<file path="config.mk">
export PLATFORM = sky130hd
export DESIGN_NAME = timestamped_midi_event_scheduler
export DESIGN_NICKNAME = d
export VERILOG_FILES = /design/src/design/tmes_pkg.sv /design/src/design/tmes_ctrl.sv /design/src/design/tmes_dp.sv /design/src/design/timestamped_midi_event_scheduler.sv
export SDC_FILE = /design/constraint.sdc
export NUM_CORES = 2
export LEC_CHECK = 0
export BUFFER_PORTS_ARGS = -buffer_cell sky130_fd_sc_hd__buf_2
export CORE_UTILIZATION = 50
export CTS_CLUSTER_SIZE = 10
export DETAILED_ROUTE_END_ITERATION = 10
export GPL_TIMING_DRIVEN = 0
export PLACE_DENSITY = 0.74
export SYNTH_ARGS = -nofsm -noshare
export SYNTH_HDL_FRONTEND = slang
export SYNTH_HIERARCHICAL = 1
export SYNTH_SLANG_ARGS = --single-unit
</file>
<file path="constraint.sdc">
create_clock -name clk_i -period 5.8 [get_ports clk_i]
set_clock_uncertainty 0.15 [all_clocks]
set_input_delay 1.16 -clock clk_i [delete_from_list [all_inputs] [get_ports clk_i]]
set_output_delay 1.16 -clock clk_i [all_outputs]
set_load 0.05 [all_outputs]
</file>
<file path="src/design/tmes_pkg.sv">
package tmes_pkg;

  localparam int unsigned MAX_EMIT   = 32;
  localparam int unsigned EMIT_W     = $clog2(MAX_EMIT + 1);
  localparam int unsigned OFFSET_MAX = 8191;

  localparam logic [8:0] ABSENT_CODE = 9'h1FF;

  localparam logic OP_ENQUEUE = 1'b0;
  localparam logic OP_TICK    = 1'b1;

  localparam logic [1:0] KIND_EVENT   = 2'd0;
  localparam logic [1:0] KIND_QUEUED  = 2'd1;
  localparam logic [1:0] KIND_DROPPED = 2'd2;
  localparam logic [1:0] KIND_DONE    = 2'd3;

  typedef struct packed {
    logic [31:0] frame_time;
    logic [1:0]  length;
    logic [7:0]  byte0;
    logic [7:0]  byte1;
    logic [7:0]  byte2;
  } entry_t;

  typedef struct packed {
    logic enqueue;
    logic tick;
    logic emit;
    logic done;
  } cmd_t;

  typedef struct packed {
    logic stop;
    logic due;
    logic out_free;
  } sts_t;

endpackage

</file>
<file path="src/design/tmes_ctrl.sv">
module tmes_ctrl
  import tmes_pkg::*;
(
  input  logic clk_i,
  input  logic rst_ni,
  input  logic in_valid_i,
  input  logic opcode_i,
  input  sts_t sts_i,
  output logic in_ready_o,
  output cmd_t cmd_o
);

  typedef enum logic [1:0] {
    S_IDLE,
    S_EVAL,
    S_WAIT
  } state_e;

  state_e state_q, state_d;
  logic   take;

  assign in_ready_o = (state_q == S_IDLE) && sts_i.out_free;
  assign take       = in_valid_i && in_ready_o;

  always_comb begin
    cmd_o         = '0;
    cmd_o.enqueue = take && (opcode_i == OP_ENQUEUE);
    cmd_o.tick    = take && (opcode_i == OP_TICK);
    cmd_o.emit    = (state_q == S_EVAL) && sts_i.out_free && !sts_i.stop && sts_i.due;
    cmd_o.done    = (state_q == S_EVAL) && sts_i.out_free && (sts_i.stop || !sts_i.due);
  end

  always_comb begin
    state_d = state_q;
    unique case (state_q)
      S_IDLE: begin
        if (cmd_o.tick) begin
          state_d = S_EVAL;
        end
      end
      S_EVAL: begin
        if (cmd_o.emit) begin
          state_d = S_WAIT;
        end else if (cmd_o.done) begin
          state_d = S_IDLE;
        end
      end
      S_WAIT: begin
        state_d = S_EVAL;
      end
      default: begin
        state_d = S_IDLE;
      end
    endcase
  end

  always_ff @(posedge clk_i or negedge rst_ni) begin
    if (!rst_ni) begin
      state_q <= S_IDLE;
    end else begin
      state_q <= state_d;
    end
  end

endmodule

</file>
<file path="src/design/tmes_dp.sv">
module tmes_dp
  import tmes_pkg::*;
#(
  parameter int unsigned QUEUE_DEPTH       = 32,
  parameter int unsigned MAX_PERIOD_FRAMES = 8192
) (
  input  logic              clk_i,
  input  logic              rst_ni,
  input  cmd_t              cmd_i,
  output sts_t              sts_o,
  input  logic [7:0]        status_byte_i,
  input  logic signed [8:0] first_data_byte_i,
  input  logic signed [8:0] second_data_byte_i,
  input  logic [31:0]       frame_time_i,
  input  logic [13:0]       period_frames_i,
  output logic              out_valid_o,
  input  logic              out_ready_i,
  output logic [1:0]        result_kind_o,
  output logic [12:0]       frame_offset_o,
  output logic [1:0]        message_length_o,
  output logic [7:0]        out_status_byte_o,
  output logic [7:0]        out_first_data_o,
  output logic [7:0]        out_second_data_o,
  output logic              last_o
);

  localparam int unsigned IW = $clog2(QUEUE_DEPTH);
  localparam int unsigned CW = $clog2(QUEUE_DEPTH + 1);
  localparam int unsigned PW = $clog2(MAX_PERIOD_FRAMES + 1);

  entry_t mem [QUEUE_DEPTH];
  entry_t rd_q;
  entry_t wr_entry;

  logic [IW-1:0]     head_q, head_d, tail_q, tail_d;
  logic [CW-1:0]     count_q, count_d;
  logic [EMIT_W-1:0] emitted_q, emitted_d;
  logic [PW-1:0]     period_q;
  logic [31:0]       base_q;
  logic [31:0]       period_sat;
  logic [31:0]       delta;
  logic [12:0]       offset;
  logic              full;
  logic              empty;
  logic              limit;
  logic              push;

  logic        out_valid_q, out_valid_d;
  logic [1:0]  kind_q, kind_d;
  logic [12:0] offset_q, offset_d;
  logic [1:0]  length_q, length_d;
  logic [7:0]  byte0_q, byte0_d, byte1_q, byte1_d, byte2_q, byte2_d;
  logic        last_q, last_d;

  assign full  = (count_q == CW'(QUEUE_DEPTH));
  assign empty = (count_q == '0);
  assign limit = (emitted_q == EMIT_W'(MAX_EMIT));
  assign push  = cmd_i.enqueue && !full;

  always_comb begin
    wr_entry            = '0;
    wr_entry.frame_time = frame_time_i;
    wr_entry.byte0      = status_byte_i;
    if (first_data_byte_i == ABSENT_CODE) begin
      wr_entry.length = 2'd1;
    end else if (second_data_byte_i == ABSENT_CODE) begin
      wr_entry.length = 2'd2;
      wr_entry.byte1  = first_data_byte_i[7:0];
    end else begin
      wr_entry.length = 2'd3;
      wr_entry.byte1  = first_data_byte_i[7:0];
      wr_entry.byte2  = second_data_byte_i[7:0];
    end
  end

  assign period_sat = (32'(period_frames_i) > 32'(MAX_PERIOD_FRAMES)) ?
                      32'(MAX_PERIOD_FRAMES) : 32'(period_frames_i);

  // offset of the head event relative to the period start
  assign delta = rd_q.frame_time + base_q;

  always_comb begin
    if (delta[31]) begin
      offset = '0;
    end else if (delta > 32'(OFFSET_MAX)) begin
      offset = 13'(OFFSET_MAX);
    end else begin
      offset = delta[12:0];
    end
  end

  assign sts_o.stop     = empty || limit;
  assign sts_o.due      = delta[31] || (delta < 32'(period_q));
  assign sts_o.out_free = !out_valid_q || out_ready_i;

  always_comb begin
    head_d    = head_q;
    tail_d    = tail_q;
    count_d   = count_q;
    emitted_d = emitted_q;
    if (push) begin
      tail_d  = (tail_q == IW'(QUEUE_DEPTH - 1)) ? '0 : tail_q + 1'b1;
      count_d = count_q + 1'b1;
    end
    if (cmd_i.tick) begin
      emitted_d = '0;
    end
    if (cmd_i.emit) begin
      head_d    = (head_q == IW'(QUEUE_DEPTH - 1)) ? '0 : head_q + 1'b1;
      count_d   = count_q - 1'b1;
      emitted_d = emitted_q + 1'b1;
    end
  end

  always_comb begin
    out_valid_d = out_valid_q;
    kind_d      = kind_q;
    offset_d    = offset_q;
    length_d    = length_q;
    byte0_d     = byte0_q;
    byte1_d     = byte1_q;
    byte2_d     = byte2_q;
    last_d      = last_q;
    if (out_ready_i) begin
      out_valid_d = 1'b0;
    end
    if (cmd_i.enqueue || cmd_i.done) begin
      out_valid_d = 1'b1;
      offset_d    = '0;
      length_d    = '0;
      byte0_d     = '0;
      byte1_d     = '0;
      byte2_d     = '0;
      last_d      = 1'b1;
      if (cmd_i.done) begin
        kind_d = KIND_DONE;
      end else if (full) begin
        kind_d = KIND_DROPPED;
      end else begin
        kind_d = KIND_QUEUED;
      end
    end else if (cmd_i.emit) begin
      out_valid_d = 1'b1;
      kind_d      = KIND_EVENT;
      offset_d    = offset;
      length_d    = rd_q.length;
      byte0_d     = rd_q.byte0;
      byte1_d     = rd_q.byte1;
      byte2_d     = rd_q.byte2;
      last_d      = 1'b0;
    end
  end

  always_ff @(posedge clk_i or negedge rst_ni) begin
    if (!rst_ni) begin
      head_q      <= '0;
      tail_q      <= '0;
      count_q     <= '0;
      emitted_q   <= '0;
      out_valid_q <= 1'b0;
    end else begin
      head_q      <= head_d;
      tail_q      <= tail_d;
      count_q     <= count_d;
      emitted_q   <= emitted_d;
      out_valid_q <= out_valid_d;
    end
  end

  always_ff @(posedge clk_i) begin
    kind_q   <= kind_d;
    offset_q <= offset_d;
    length_q <= length_d;
    byte0_q  <= byte0_d;
    byte1_q  <= byte1_d;
    byte2_q  <= byte2_d;
    last_q   <= last_d;
    if (cmd_i.tick) begin
      period_q <= period_sat[PW-1:0];
      base_q   <= period_sat - frame_time_i;
    end
  end

  always_ff @(posedge clk_i) begin
    if (push) begin
      mem[tail_q] <= wr_entry;
    end
    rd_q <= mem[head_q];
  end

  assign out_valid_o       = out_valid_q;
  assign result_kind_o     = kind_q;
  assign frame_offset_o    = offset_q;
  assign message_length_o  = length_q;
  assign out_status_byte_o = byte0_q;
  assign out_first_data_o  = byte1_q;
  assign out_second_data_o = byte2_q;
  assign last_o            = last_q;

  a_count_bound: assert property (@(posedge clk_i) disable iff (!rst_ni)
    count_q <= CW'(QUEUE_DEPTH))
    else $error("entry count above queue depth");

  a_emit_nonempty: assert property (@(posedge clk_i) disable iff (!rst_ni)
    cmd_i.emit |-> !empty && !limit)
    else $error("event popped from empty queue or past emit limit");

  a_event_shape: assert property (@(posedge clk_i) disable iff (!rst_ni)
    cmd_i.emit |=> out_valid_q && (kind_q == KIND_EVENT) && !last_q && (length_q != 2'd0))
    else $error("emitted event beat malformed");

endmodule

</file>
<file path="src/design/timestamped_midi_event_scheduler.sv">
// timestamped midi event scheduler
// input channel (in_valid_i / in_ready_o): opcode_i selects enqueue or period tick.
//   enqueue: status byte plus up to two data bytes (all-ones code means absent),
//   stamped with frame_time_i, pushed into a QUEUE_DEPTH entry fifo.
//   one beat out: queued, or dropped when the fifo is full;
//   back-to-back enqueues run at one per cycle while the receiver keeps up.
// tick: frame_time_i is the period end, period_frames_i the length.
//   due events leave the head one beat each, then a closing beat with last_o set.
//   after each event the block passes a wait state, set by the registered fifo
//   read port (the head is reread after every pop).
//   at most 32 events per tick, the rest stay queued.
// output channel (out_valid_o / out_ready_i) is one output register.
//   a stalled receiver holds the beat; the block waits and no new input is taken.
// reset: fifo pointers and count cleared, output empty; fifo contents are left
//   as they are and never read before written, so no clearing pass is needed.
module timestamped_midi_event_scheduler
  import tmes_pkg::*;
#(
  parameter int unsigned QUEUE_DEPTH       = 32,
  parameter int unsigned MAX_PERIOD_FRAMES = 8192
) (
  input  logic              clk_i,
  input  logic              rst_ni,
  input  logic              in_valid_i,
  output logic              in_ready_o,
  input  logic              opcode_i,
  input  logic [7:0]        status_byte_i,
  input  logic signed [8:0] first_data_byte_i,
  input  logic signed [8:0] second_data_byte_i,
  input  logic [31:0]       frame_time_i,
  input  logic [13:0]       period_frames_i,
  output logic              out_valid_o,
  input  logic              out_ready_i,
  output logic [1:0]        result_kind_o,
  output logic [12:0]       frame_offset_o,
  output logic [1:0]        message_length_o,
  output logic [7:0]        out_status_byte_o,
  output logic [7:0]        out_first_data_o,
  output logic [7:0]        out_second_data_o,
  output logic              last_o
);

  cmd_t cmd;
  sts_t sts;

  tmes_ctrl u_ctrl (
    .clk_i      (clk_i),
    .rst_ni     (rst_ni),
    .in_valid_i (in_valid_i),
    .opcode_i   (opcode_i),
    .sts_i      (sts),
    .in_ready_o (in_ready_o),
    .cmd_o      (cmd)
  );

  tmes_dp #(
    .QUEUE_DEPTH       (QUEUE_DEPTH),
    .MAX_PERIOD_FRAMES (MAX_PERIOD_FRAMES)
  ) u_dp (
    .clk_i              (clk_i),
    .rst_ni             (rst_ni),
    .cmd_i              (cmd),
    .sts_o              (sts),
    .status_byte_i      (status_byte_i),
    .first_data_byte_i  (first_data_byte_i),
    .second_data_byte_i (second_data_byte_i),
    .frame_time_i       (frame_time_i),
    .period_frames_i    (period_frames_i),
    .out_valid_o        (out_valid_o),
    .out_ready_i        (out_ready_i),
    .result_kind_o      (result_kind_o),
    .frame_offset_o     (frame_offset_o),
    .message_length_o   (message_length_o),
    .out_status_byte_o  (out_status_byte_o),
    .out_first_data_o   (out_first_data_o),
    .out_second_data_o  (out_second_data_o),
    .last_o             (last_o)
  );

endmodule
</file>
==> flow_summary_export.csv <==
group,metric,value,unit
clock_tree,number_of_buffers_created_by_cts,221,
global_route,global_route.usage.met2,0.430,
layout,share_of_final_layout_standard_cells_stronger_than_drive_strength_1,0.283,
synth,number_of_enable_flip_flop_cells_after_synthesis,1904,
synth,syn_area_per_cell,22.1,um2
clock_tree,clock_tree.htree_level_count,4,
synth,synth-seq-area-share,0.756,
route,drc_errors,0,
synth,dominantRegCellSynth,"sky130_fd_sc_hd__edfxtp_1",
floorplanning,dieWidth,400,um
worst_setup_path,crit_path_max_fanout,8,
layout,final_core_utilization,0.582,
layout,nNetsFinal,4168,
worst_setup_path,worst_r2r_endpoint,"u_dp/count_q[5]",
worst_setup_path,endpoint,"u_dp/count_q[5]",
job,max_cap_viols,0,
route,routed_wire_length_per_instance,32.8,um
timing,max_clock_freq,179,MHz
floorplanning,pin_count,121,
floorplanning,placeableCoreArea,157000,um2
global_route,gr-usage-met1,0.344,
synth,syn_area,79000,um2
synth,synth-compound-area-share,0.0195,
timing,report.final.setup_viol,0,
placement,place_hpwl,128000,um
power_and_ir_drop,cellLeakagePower,28.9,nW
worst_setup_path,critical_path.startpoint_type,"flip-flop",
synth,synth_simple_gate_area_share,0.0211,
timing,finalHoldViolCount,0,
route,routed_wirelength,205000,um
worst_setup_path,reg2reg_slack,200,ps
worst_setup_path,setup.worst_path.end_class,"flip-flop",
floorplanning,die_area,160000,um2
route,drt_first_pass_iters,7,
timing,grt_setup_unrepaired,"no",
synth,synth_xor_xnor_area_share,0.00610,
timing,worst_slew_margin_rel,0.0101,
worst_setup_path,worst-r2r-cell-count,20,
global_route,globalRouteOverflowTotal,0,
global_route,first_global_vias,41400,
placement,place.port_buffers,120,
placement,routabilityCongestion,0.857,
route,route.vias.total,40300,
floorplanning,std_cell_rows,145,
global_route,groute.usage.overall,0.261,
synth,netlist_instances,3573,
clock_tree,cts_tree,"yes",
route,first_iter_violations,4965,
worst_setup_path,critical_path.reg2reg.startpoint,"u_dp/base_q[8]",
route,antenna_violating_nets_post_route,0,
synth,synth_adder_area_share,0.0120,
worst_setup_path,worst-endpoint-required,6410,ps
synth,synth_seq_cells,2027,
worst_setup_path,worst_setup_path_startpoint,"u_dp/base_q[8]",
power_and_ir_drop,p_per_area,467,nW/um2
global_route,grt_first_pass_wirelength,293000,um
route,vias_per_cell,6.45,
clock_tree,ctsHoldBuffers,0,
synth,cell_variety_after_synth,68,
global_route,antenna_found_initial,4,
clock_tree,clock_sink_count,2027,
worst_setup_path,cp_data_arrival_time,6210,ps
timing,timing.final.crit_period,5600,ps
timing,finalHoldWorstSlack,249,ps
synth,synth.yosys.warnings,6,
timing,timing.final.max_slew_violations,0,
hold_path,hp-class,"in -> async",
clock_tree,cts_root_buffer,"sky130_fd_sc_hd__clkbuf_16",
clock_tree,clk_path_buf_depth,3,
global_route,globalRouteMet3Util,0.0526,
status,run_status,"finished clean",
clock_tree,clk_latency,850,ps
timing,fin_crit_sh,0.966,
floorplanning,start_util,0.505,
global_route,maximum_number_of_pins_on_one_net_before_global_route_repair,38,
synth,synth_mux_area_frac,0.174,
power_and_ir_drop,ir_worst_vdd,0.000342,V
timing,worst-slew-pin-transition,1480,ps
layout,area_delta_synth_final,15.4,%
synth,syn_nets,3724,
clock_tree,clkSlewWorstSetupHoldPaths,60,ps
synth,async_reset_ff_frac,0.0123,
worst_setup_path,timing.setup.critical_path_class,"reg -> reg",
floorplanning,die_height,400,um
global_route,global_route_layer_with_the_greatest_usage,"met2",
synth,synth_top_family_by_area,"multiplexers",
## worst min-delay path by stage
stage                       start                        end  slack, ps  depth (start not counted)
floorplan           u_dp/rd_q[24]   u_dp/message_length_o[0]        270                          1
global placement     u_dp/rd_q[1]  u_dp/out_second_data_o[1]        270                          1
detailed placement  u_dp/rd_q[24]   u_dp/message_length_o[0]        280                          1
CTS                        rst_ni           u_dp/out_valid_o        210                          1
global route               rst_ni           u_dp/out_valid_o        250                          1
finish                     rst_ni           u_dp/out_valid_o        250                          1
## state kept, by name, indices dropped and copies added (netlist names), 6 cells and up
name / cells
u_dp/base_q: 32
u_dp/count_q: 6
u_dp/emitted_q: 6
u_dp/frame_offset_o: 13
u_dp/mem: 1856
u_dp/out_first_data_o: 8
u_dp/out_second_data_o: 8
u_dp/out_status_byte_o: 8
u_dp/period_q: 14
u_dp/rd_q: 58
## cell usage in the layout, fill, tap and decap left out, drive strengths merged, types with 7 or more instances in the layout
cell type  count
or3            7
nor3b         16
and2           9
nand2         83
nand3         19
nor2b         26
clkbuf       493
xor2          21
dfxtp         98
a32oi         13
nor3          22
o21a           9
ha            71
mux2          62
edfxtp      1904
o21ai         44
nand2b        10
nor4           9
xnor2         34
o211ai         9
mux4         580
a211oi         8
dfrtp         25
clkinv         8
a21oi         55
nand4         18
nor2          75
buf          272
a22o          27
a21o          14
inv           58
and3           8
## per-stage QoR
| step | setup TNS [ps] | std cells | instance area [um2] | setup slack (ps) | power (W) |
|---|---|---|---|---|---|
| finish | 0 | 6245 | 91200 | 198 | 0.0425 |
| global route | 0 | 6240 | 91200 | 2.81 | 0.0439 |
| CTS | 0 | 6241 | 91100 | 33.2 | 0.0427 |
| detailed placement | -71180 | 5853 | 84600 | -1920 | 0.0298 |
| global placement | -6327670 | 5751 | 82200 | -4280 | 0.0295 |
| floorplan | -473900 | 3573 | 79000 | -271 | 0.0257 |
## power breakdown
group | leakage (nW) | internal [W] | switching, W
registers | 18.4 | 0.0167 | 0.000326
logic | 7.51 | 0.00553 | 0.00730
clock network | 3.06 | 0.00721 | 0.00550
## worst max-delay path, stage by stage (launching register included)
cell and delay, ps:
sky130_fd_sc_hd__edfxtp_1 370, sky130_fd_sc_hd__ha_1 400, sky130_fd_sc_hd__nand4_1 230, sky130_fd_sc_hd__nor4_2 480, sky130_fd_sc_hd__nor2_1 150, sky130_fd_sc_hd__a21oi_1 410
sky130_fd_sc_hd__a21oi_1 240, sky130_fd_sc_hd__mux2i_1 340, sky130_fd_sc_hd__nand4b_1 210, sky130_fd_sc_hd__nor4bb_4 410, sky130_fd_sc_hd__a31o_2 300, sky130_fd_sc_hd__nor3b_4 260
sky130_fd_sc_hd__buf_4 220, sky130_fd_sc_hd__ha_1 240, sky130_fd_sc_hd__a21o_1 180, sky130_fd_sc_hd__a21oi_1 220, sky130_fd_sc_hd__o21bai_1 110, sky130_fd_sc_hd__a21oi_1 220
sky130_fd_sc_hd__nor3_1 70, sky130_fd_sc_hd__a21oi_1 160, sky130_fd_sc_hd__xnor2_1 150
## Yosys cell counts, drive strengths merged (3+ instances only)
library cell,instances,area (um2)
edfxtp,1904,57200
nand4,18,113
and2,9,56.3
dfrtp,25,626
nand3,19,95.1
o21bai,6,45.0
nor2,75,282
nor3,22,110
o31ai,6,45.0
a22o,27,236
nand2,83,312
o21a,9,67.6
xnor2,34,298
a211oi,8,60.1
fa,3,60.1
dfxtp,98,1960
a21oi,55,275
inv,52,195
buf,48,180
xor2,21,184
a21o,14,105
or3,7,63.8
nor2b,26,163
o211ai,9,67.6
a22oi,3,22.5
a21boi,4,30.0
clkbuf,124,465
and3,8,50.1
nand3b,5,37.5
a32oi,13,114
mux2,62,698
o21ai,44,220
nor4,9,71.3
a31o,3,26.3
nand2b,10,62.6
ha,71,888
o22ai,6,37.5
nor3b,16,125
or4,4,37.5
mux4,580,13100
a31oi,4,25.0
## timing repair
item,in CTS,in global routing
pin swaps,0,0
endpoints found under the setup margin,60,46
setup buffers,1,1
resized for setup,14,9
## cell families after synthesis
family / count (synthesis)
compound gates: 228
simple gates: 321
fa+ha+maj: 74
xor+xnor: 55
flops: 2027
mux: 644
buf+inv: 224
## area by class of cell
cell class                 count  area (um2)
inverter                      52         195
fill                       10600       65400
clock buffer                 372        6150
sequential                  2027       59800
buffer                       169         657
clock inverter                15         288
multi-input combinational   1322       18800
tap                         2058        2570
antenna                        6        15.0
timing repair buffer         224        2780
## routing by layer
| metal | up-vias | wire length, um |
|---|---|---|
| met3 | 484 | 21100 |
| met5 | - | 52 |
| li1 | 16000 | - |
| met4 | 6 | 7900 |
| met2 | 2641 | 101000 |
| met1 | 21200 | 74100 |
Note: power is estimated with default switching activity, not from simulation.
